--- src/design/dbps_pkg.sv ---
// Shared types and constants for the packed-stamp day counter.
// Used by dbps_day_step, days_between_packed_stamps_core, dbps_checker and tb; no dependencies.
package dbps_pkg;

  localparam int STAMP_W     = 32;
  localparam int COUNT_W     = 15;
  localparam int TIME_W      = 16;
  localparam int YEAR_W      = 8;
  localparam int MONTH_W     = 4;
  localparam int DAY_W       = 5;

  localparam int MAX_DAY_STEPS_DEF = 32767;

  // Month codes for the short months and for the December-to-January wrap
  localparam logic [MONTH_W-1:0] MON_FEB  = 4'd2;
  localparam logic [MONTH_W-1:0] MON_APR  = 4'd4;
  localparam logic [MONTH_W-1:0] MON_JUN  = 4'd6;
  localparam logic [MONTH_W-1:0] MON_SEP  = 4'd9;
  localparam logic [MONTH_W-1:0] MON_NOV  = 4'd11;
  localparam logic [MONTH_W-1:0] MON_DEC  = 4'd12;
  localparam logic [MONTH_W-1:0] MON_JAN  = 4'd1;
  localparam logic [DAY_W-1:0]   DAY_FIRST = 5'd1;

  typedef struct packed {
    logic [YEAR_W-1:0]  year;
    logic [MONTH_W-1:0] month;
    logic [DAY_W-1:0]   day;
  } date_t;

  typedef struct packed {
    date_t next_date;
    logic  reached;
  } step_res_t;

endpackage

--- src/design/dbps_day_step.sv ---
// Shared date unit: advances a date by one calendar day and compares it
// against the target date. Depends on dbps_pkg.
module dbps_day_step (
  input  dbps_pkg::date_t     cur_date,
  input  dbps_pkg::date_t     tgt_date,
  output dbps_pkg::step_res_t res
);
  import dbps_pkg::*;

  logic [DAY_W:0]   day_inc;
  logic [MONTH_W:0] mon_inc;
  logic             wrap;
  logic [MONTH_W:0] mon_sel;
  logic [DAY_W-1:0] day_sel;
  date_t            nxt;

  always_comb begin
    day_inc = {1'b0, cur_date.day} + 1'b1;
    wrap    = 1'b0;
    case (day_inc)
      6'd32: wrap = 1'b1;
      6'd31: wrap = (cur_date.month == MON_FEB) || (cur_date.month == MON_APR) ||
                    (cur_date.month == MON_JUN) || (cur_date.month == MON_SEP) ||
                    (cur_date.month == MON_NOV);
      6'd30: wrap = (cur_date.month == MON_FEB);
      6'd29: wrap = (cur_date.month == MON_FEB) && (cur_date.year[1:0] != 2'd0);
      default: wrap = 1'b0;
    endcase

    mon_inc = {1'b0, cur_date.month} + 1'b1;
    mon_sel = wrap ? mon_inc : {1'b0, cur_date.month};
    day_sel = wrap ? DAY_FIRST : day_inc[DAY_W-1:0];

    nxt.day = day_sel;
    if (mon_sel > {1'b0, MON_DEC}) begin
      nxt.month = MON_JAN;
      nxt.year  = cur_date.year + 1'b1;
    end else begin
      nxt.month = mon_sel[MONTH_W-1:0];
      nxt.year  = cur_date.year;
    end

    res.next_date = nxt;
    if (cur_date.year != tgt_date.year) begin
      res.reached = cur_date.year > tgt_date.year;
    end else if (cur_date.month != tgt_date.month) begin
      res.reached = cur_date.month > tgt_date.month;
    end else begin
      res.reached = cur_date.day >= tgt_date.day;
    end
  end

endmodule

--- src/design/days_between_packed_stamps_core.sv ---
// Top level of the packed-stamp day counter: sequencer, count and result.
// Depends on dbps_pkg and dbps_day_step.
//
// Pulse start with both stamps while busy is low; the block then walks
// stamp A's date forward one day per clock through a single shared date
// unit until it reaches stamp B's date or MAX_DAY_STEPS steps are taken.
// The walk takes from 0 to MAX_DAY_STEPS day steps, and busy stays high
// throughout it. out_day_count is valid for exactly the one cycle that
// out_valid is high; the receiver cannot stall it and must take it then.
module days_between_packed_stamps_core #(
  parameter int MAX_DAY_STEPS = dbps_pkg::MAX_DAY_STEPS_DEF
) (
  input  logic                            clk,
  input  logic                            rst_n,
  input  logic                            start,
  output logic                            busy,
  input  logic [dbps_pkg::STAMP_W-1:0]    in_stamp_a,
  input  logic [dbps_pkg::STAMP_W-1:0]    in_stamp_b,
  output logic                            out_valid,
  output logic [dbps_pkg::COUNT_W-1:0]    out_day_count
);
  import dbps_pkg::*;

  typedef enum logic {
    ST_IDLE,
    ST_RUN
  } state_t;

  localparam logic [COUNT_W-1:0] STEP_LIMIT = COUNT_W'(MAX_DAY_STEPS);

  state_t             state_r;
  date_t              cur_r;
  date_t              tgt_r;
  logic [TIME_W-1:0]  time_a_r;
  logic [TIME_W-1:0]  time_b_r;
  logic [COUNT_W-1:0] cnt_r;
  logic               out_valid_r;
  logic [COUNT_W-1:0] out_cnt_r;
  step_res_t          step_res;
  logic               done;
  logic [COUNT_W-1:0] final_cnt;

  dbps_day_step u_step (
    .cur_date (cur_r),
    .tgt_date (tgt_r),
    .res      (step_res)
  );

  always_comb begin
    done = step_res.reached || (cnt_r >= STEP_LIMIT);
    // drop one day when the count is nonzero and A's time of day is later than B's
    if ((cnt_r != '0) && (time_a_r > time_b_r)) begin
      final_cnt = cnt_r - 1'b1;
    end else begin
      final_cnt = cnt_r;
    end
  end

  always_ff @(posedge clk) begin
    if (!rst_n) begin
      state_r     <= ST_IDLE;
      out_valid_r <= 1'b0;
    end else begin
      out_valid_r <= 1'b0;
      case (state_r)
        ST_IDLE: begin
          if (start) begin
            state_r <= ST_RUN;
          end
        end
        ST_RUN: begin
          if (done) begin
            out_valid_r <= 1'b1;
            state_r     <= ST_IDLE;
          end
        end
        default: state_r <= ST_IDLE;
      endcase
    end
  end

  // payload registers
  always_ff @(posedge clk) begin
    case (state_r)
      ST_IDLE: begin
        if (start) begin
          cur_r.year  <= {1'b0, in_stamp_a[15:9]};
          cur_r.month <= in_stamp_a[8:5];
          cur_r.day   <= in_stamp_a[4:0];
          tgt_r.year  <= {1'b0, in_stamp_b[15:9]};
          tgt_r.month <= in_stamp_b[8:5];
          tgt_r.day   <= in_stamp_b[4:0];
          time_a_r    <= in_stamp_a[31:16];
          time_b_r    <= in_stamp_b[31:16];
          cnt_r       <= '0;
        end
      end
      ST_RUN: begin
        if (done) begin
          out_cnt_r <= final_cnt;
        end else begin
          cur_r <= step_res.next_date;
          cnt_r <= cnt_r + 1'b1;
        end
      end
      default: ;
    endcase
  end

  assign busy          = (state_r != ST_IDLE);
  assign out_valid     = out_valid_r;
  assign out_day_count = out_cnt_r;

endmodule

--- config.mk ---
export PLATFORM = sky130hd
export DESIGN_NAME = days_between_packed_stamps_core
export DESIGN_NICKNAME = d
export VERILOG_FILES = /design/src/design/dbps_pkg.sv /design/src/design/dbps_day_step.sv /design/src/design/days_between_packed_stamps_core.sv
export SDC_FILE = /design/constraint.sdc
export NUM_CORES = 1
export LEC_CHECK = 0
export ABC_AREA = 1
export BUFFER_PORTS_ARGS = -buffer_cell sky130_fd_sc_hd__buf_2
export CAP_MARGIN = 25
export CORE_ASPECT_RATIO = 0.8
export CORE_UTILIZATION = 35
export CTS_CLUSTER_DIAMETER = 50
export DETAILED_ROUTE_END_ITERATION = 12
export GPL_TIMING_DRIVEN = 1
export PLACE_DENSITY = 0.63
export SYNTH_ARGS = -nofsm -noshare
export SYNTH_HDL_FRONTEND = slang
export SYNTH_SLANG_ARGS = --single-unit
--- constraint.sdc ---
create_clock -name clk -period 7.94 [get_ports clk]
set_input_delay 0.397 -clock clk [delete_from_list [all_inputs] [get_ports clk]]
set_output_delay 0.397 -clock clk [all_outputs]
set_load 0.01 [all_outputs]
# ---- After elaboration in Yosys (flattened, before gate mapping)
# Index checks and enable logic that the tools add are counted.
dict set report totals {
  reg_bits 97
  in_bits 67
}
dict set report classes {
  muxes 17
  n_addsub 5
  reduce_logical 14
  magnitude_cmp 6
  eq_ne 14
  bitwise_logic 1
}
# op n
set op_table {}
lappend op_table {{15-bit two-way mux} 3}
lappend op_table {{17-bit two-way mux} 2}
lappend op_table {{17-bit one-hot mux with 2 select lines} 1}
lappend op_table {{15-bit one-hot mux with 2 select lines} 1}
lappend op_table {{6-bit by 5-bit equality test with 1-bit output (second input constant)} 3}
lappend op_table {{16-bit greater-than comparator} 1}
lappend op_table {{15-bit by 1-bit adder with 15-bit output (second input constant)} 1}
lappend op_table {{15-bit greater-or-equal comparator (second input constant)} 1}
lappend op_table {{15-bit nonzero test} 1}
lappend op_table {{15-bit by 1-bit subtractor with 15-bit output (second input constant)} 1}
lappend op_table {{12-bit two-way mux} 1}
lappend op_table {{5-bit two-way mux} 2}
lappend op_table {{8-bit by 1-bit adder with 8-bit output (second input constant)} 1}
lappend op_table {{4-bit by 3-bit equality test with 1-bit output (second input constant)} 2}
lappend op_table {{4-bit equality test (second input constant)} 2}
lappend op_table {{8-bit by 7-bit greater-than comparator with 1-bit output} 1}
lappend op_table {{8-bit by 7-bit != test with 1-bit output} 1}
lappend op_table {{2-bit AND reduction} 4}
lappend op_table {{5-bit by 1-bit adder with 6-bit output (second input constant)} 1}
lappend op_table {{6-bit equality test (second input constant)} 1}
lappend op_table {{4-bit by 1-bit adder with 5-bit output (second input constant)} 1}
lappend op_table {{5-bit greater-or-equal comparator} 1}
lappend op_table {{5-bit by 4-bit greater-than comparator with 1-bit output (second input constant)} 1}
lappend op_table {{1-bit logical OR} 5}
lappend op_table {{other kinds (12)} 18}

# ---- Depth between registers and ports, before layout
dict set report logic_depth {
  word_depth 11
  mapped_depth 17
  ltp_nobuf 17
}

# ---- Cells and area by module
# A second synthesis with hierarchy kept.
dict set report unflattened {
  hier_cells 638
  hier_area_um2 5794.3
}
# mod seq_area_each_um2 cells_per_inst instances area_per_inst_um2
set by_module_without_submodules {}
lappend by_module_without_submodules {days_between_packed_stamps_core 2892.8 433 1 4571.9}
lappend by_module_without_submodules {dbps_day_step 0.0 205 1 1222.4}

# ---- Worst setup path before layout
# Ideal clock, no wire load.
dict set report synth_path {
  path_type {register to register}
  start {reg state_r, in the netlist busy}
  end {reg cur_r[10] in the netlist's numbering, enable pin}
  stages_incl_launch_ff 6
  setup_slack_ns 3.827
  period_less_slack_ns 4.113
  arrival_ns 3.789
  n_path_buf 1
  path_cell_list {dfxtp_1 > buf_2 > nor2_1 > o21bai_1 > nand2_1 > inv_1}
}
dict set report synth_via {
  elab_chain_cells 3
}
# element line
set synth_rtl {}
lappend synth_rtl {{from (decl)} days_between_packed_stamps_core.sv:31} ;# state_t state_r;
lappend synth_rtl {{from (signal assigned)} days_between_packed_stamps_core.sv:61} ;# state_r <= ST_IDLE;
lappend synth_rtl {{from (signal assigned)} days_between_packed_stamps_core.sv:68} ;# state_r <= ST_RUN;
lappend synth_rtl {{from (signal assigned)} days_between_packed_stamps_core.sv:74} ;# state_r <= ST_IDLE;
lappend synth_rtl {{1-bit NOT (no line)} --}
lappend synth_rtl {{2-bit != test (no line)} --}
lappend synth_rtl {{3-bit AND reduction (no line) (*)} --}
lappend synth_rtl {{to (signal assigned)} days_between_packed_stamps_core.sv:102} ;# cur_r <= step_res.next_date;
lappend synth_rtl {{to (decl)} days_between_packed_stamps_core.sv:32} ;# date_t cur_r;
# Mark *: on every way between the ends. The rest lies on a longest branch, timed or not.
# A chain may end at the register's enable or synchronous reset.

# ---- Final worst setup path
dict set report layout_path {
  start {reg cnt_r[0]}
  end {reg out_cnt_r[8], in the netlist out_day_count[8], enable pin}
}
dict set report layout_via {
  elab_chain_cells 3
}
# element line
set layout_rtl {}
lappend layout_rtl {{from (decl)} days_between_packed_stamps_core.sv:36} ;# logic [COUNT_W-1:0] cnt_r;
lappend layout_rtl {{from (signal assigned)} days_between_packed_stamps_core.sv:103} ;# cnt_r <= cnt_r + 1'b1;
lappend layout_rtl {{15-bit greater-or-equal comparator} days_between_packed_stamps_core.sv:50} ;# done = step_res.reached || (cnt_r >= STEP_LIMIT);
lappend layout_rtl {{1-bit logical OR} days_between_packed_stamps_core.sv:50}
lappend layout_rtl {{2-bit AND reduction (no line)} --}
lappend layout_rtl {{to (signal assigned)} days_between_packed_stamps_core.sv:100} ;# out_cnt_r <= final_cnt;
lappend layout_rtl {{to (decl)} days_between_packed_stamps_core.sv:38} ;# logic [COUNT_W-1:0] out_cnt_r;
# No other way between the ends.

==> impl_results.md <==
- Number of setup violations in the final report: 0
- Clock Power Share: 33.4%
- Number of maximum-capacitance constraint violations: 0
- Number of global-route vias before repair: 3841
- Proportion of total power due to net switching: 27.6%
- Share of cells above drive strength 1: 20.2%
- VDD IR max: 0.000135 V
- Fin cells: 862
- Highest attainable clock frequency: 0.365 GHz
- Number of buffers added to fix hold violations after cts: 0
- Setup fix buffers added after clock tree synthesis: 0
- Share of the core filled with cells in the final layout: 42.7%
- Slew at the pin closest to its max-slew limit: 0.851 ns
- DR vias: 3965
- Number of warnings printed during yosys synthesis: 0
- Share of total power in combinational logic: 18.1%
- Net count after synthesis: 669
- Required arrival time at the worst endpoint: 7.93 ns
- Commonest non-fill, non-tap cell in the layout: sky130_fd_sc_hd__nand2_1
- Placed Cells: 846
- Placed inst area: 6140 sq um
- Area added between synthesis and finish: 18.0%
- Per-cell routed wire length: 12.5 microns
- Resize count post-CTS: 0
- First-pass GRT wire length: 17900 microns
- Overall overflow remaining after global route: 0
- Relative contribution of sequential cells to total power: 48.5%
- RSZ-0062 raised after global routing: no
- Register Area: 2890 sq um
- Summed instance area of the synthesized netlist: 5470 sq um
- Clock sink total: 97
- Die height: 114 microns
- HPWL Detailed: 8130 microns
- Max transition margin: 42.9%
- Power density relative to cell area: 212 nW/um^2
- Total of fill cells in the finished design: 1510
- Chip width: 142 microns
- Net count of the finished layout: 758
- Number of synthesized register bits: 97
- Number of clock buffers inserted by TritonCTS: 9
- Number of placement rows: 40
- Static Leak: 2.89 nW
- Number of antenna diodes: 0
- Final antenna-violating net count: 0
- Fin crit period: 2.74 ns
- Number of antenna violations at the first check in global routing: 0
- Clock Tree Buf Depth: 2
- Slew Limit Fails: 0
- Total wirelength of the detailed-routed design: 10800 microns
- Clock transition at the registers of the reported paths: 0.06 ns
- Maximum number of pins on one net before global-route repair: 49
- Post-synth EDFFs: 95
- All-layer global routing usage: 14.3%
- TritonCTS clock tree: built
- TNS Setup: 0 ns
- Total die area: 16100 sq um
- Starting DRT DRC Count: 292
- Kind of capture point of the worst setup path: flop
- Type of the worst min-delay path: in -> reg
- Critical Path Start Type: flop
- Number of distinct library cells after synthesis: 38
- Final weighted congestion in routability-driven placement: 0.836
- Area of the multi-input gates: 2200 sq um
- Worst clock skew on the final layout: 0.00450 ns
- Number of levels in the clock H-tree: 3
- Sequential fraction of the synthesis area: 52.9%
- Net Sw Power: 378 uW
- Router iterations before antenna repair: 4
- Top library cells by usage in the layout, fill and taps aside: 112 x sky130_fd_sc_hd__nand2_1, 95 x sky130_fd_sc_hd__edfxtp_1, 87 x sky130_fd_sc_hd__inv_1, 83 x sky130_fd_sc_hd__buf_2
- Final non-filler cell area: 6450 sq um
- Boundary Pins: 84
- Startpoint-to-endpoint class of the critical path: reg -> reg
- Result of the run: finished clean
- Number of hold-slack violations in the final timing report: 0
- Post-route DRC violation count: 0
- Core area: 15100 sq um
- Total Power: 1.37 mW
- Port buffer count: 83
- Crit-path max FO: 15
- Later-pin clock latency in the skew report: 0.35 ns
- Internal Power: 990 uW
- Critical path arrival: 2.73 ns
- Final cycle utilization of the critical path: 34.5%
- Syn Inst Count: 558
- Root cell of the clock tree: sky130_fd_sc_hd__clkbuf_16
- Fraction of registers with async set/reset: 0%
- Syn avg cell area: 9.79 sq um
- Initial standard-cell utilization of the core: 36.2%
- Via count normalized by instance count: 4.60
- Most used flip-flop cell after synthesis: sky130_fd_sc_hd__edfxtp_1
==> stage by stage <==
| stage | worst slack [ns] | hold slack, ns |
|---|---|---|
| 2_1_floorplan | 3.83 | 0.496 |
| 3_3_place_gp | 5.31 | 0.574 |
| 3_5_place_dp | 5.19 | 0.575 |
| 4_1_cts | 5.18 | 0.202 |
| 5_1_grt | 4.82 | 0.201 |
| 6_report | 5.20 | 0.221 |
==> registers in the layout, summed over array words and instances, names as in the netlist <==
name / flops
busy: 1
cur_r: 17
out_valid: 1
time_b_r: 16
out_day_count: 15
cnt_r: 15
tgt_r: 16
time_a_r: 16
==> power groups by stage <==
| stage | clock network [mW] | logic [mW] | registers, mW |
|---|---|---|---|
| after global routing | 0.485 | 0.285 | 0.671 |
| after global placement | 0 | 0.241 | 0.673 |
| final | 0.457 | 0.247 | 0.664 |
| after CTS | 0.472 | 0.251 | 0.664 |
| after detailed placement | 0 | 0.249 | 0.675 |
| after floorplan | 0 | 0.174 | 0.669 |
==> per-layer routing <==
layer  vias to the layer above  track usage, %  part of all wire (%)
met1                      1815            18.3                    48
met2                        84            23.3                    46
li1                       2054               -                     -
met3                        12            3.65                   4.6
met5                         -               0                     0
met4                         0            5.59                   1.5
==> kinds of logic after synthesis <==
kind of cell             synth area share, %
adder cells (fa/ha/maj)                 10.1
AO/OA/AOI/OAI                           6.43
XOR/XNOR                                2.40
buffers and inverters                   7.07
flip-flops                              52.9
AND/OR/NAND/NOR                         21.1
==> cell usage after synthesis (10+ instances only) <==
library cell                 n  area share, %
sky130_fd_sc_hd__nand3_1    24            2.2
sky130_fd_sc_hd__o21ai_0    28            2.6
sky130_fd_sc_hd__inv_1      87            6.0
sky130_fd_sc_hd__nor3_1     14            1.3
sky130_fd_sc_hd__nor2_1     45            3.1
sky130_fd_sc_hd__nand4_1    11            1.3
sky130_fd_sc_hd__nand2_1   112            7.7
sky130_fd_sc_hd__xor2_1     13            2.1
sky130_fd_sc_hd__ha_1       44             10
sky130_fd_sc_hd__a21oi_1    24            2.2
sky130_fd_sc_hd__nand3_2    10            1.8
sky130_fd_sc_hd__edfxtp_1   95             52
==> final cells by class <==
| type | instances | share of cell area (%) |
|---|---|---|
| inverters | 92 | 5.36 |
| well taps | 210 | 4.08 |
| repair buffers | 86 | 6.79 |
| clock buffers | 10 | 3.55 |
| multi-input cells | 361 | 34.1 |
| flip-flops and latches | 97 | 44.9 |
| clock inverters | 6 | 1.28 |
==> final timing paths <==
check                                     from           endpoint  slack (ns)  depth (start not counted)
worst max-delay path                  cnt_r[0]   out_day_count[8]        5.20                         13
worst min-delay path            in_stamp_b[12]          tgt_r[12]        0.22                          1
worst max register to register        cnt_r[0]   out_day_count[8]        5.20                         13
worst min register to register       cnt_r[10]  out_day_count[10]        0.67                          2
==> critical path: stages (launching register included) <==
cell	delay (ns)
sky130_fd_sc_hd__edfxtp_1	0.47
sky130_fd_sc_hd__ha_1	0.21
sky130_fd_sc_hd__nand2_1	0.06
sky130_fd_sc_hd__inv_1	0.09
sky130_fd_sc_hd__nand4_1	0.12
sky130_fd_sc_hd__nor2_1	0.16
sky130_fd_sc_hd__nand2_1	0.08
sky130_fd_sc_hd__nor2_2	0.10
sky130_fd_sc_hd__nand2_1	0.12
sky130_fd_sc_hd__nor3_4	0.21
sky130_fd_sc_hd__o21ai_1	0.09
sky130_fd_sc_hd__nand2_1	0.11
sky130_fd_sc_hd__nand2_1	0.09
sky130_fd_sc_hd__inv_1	0.45
Power figures use the tool's default switching activity.
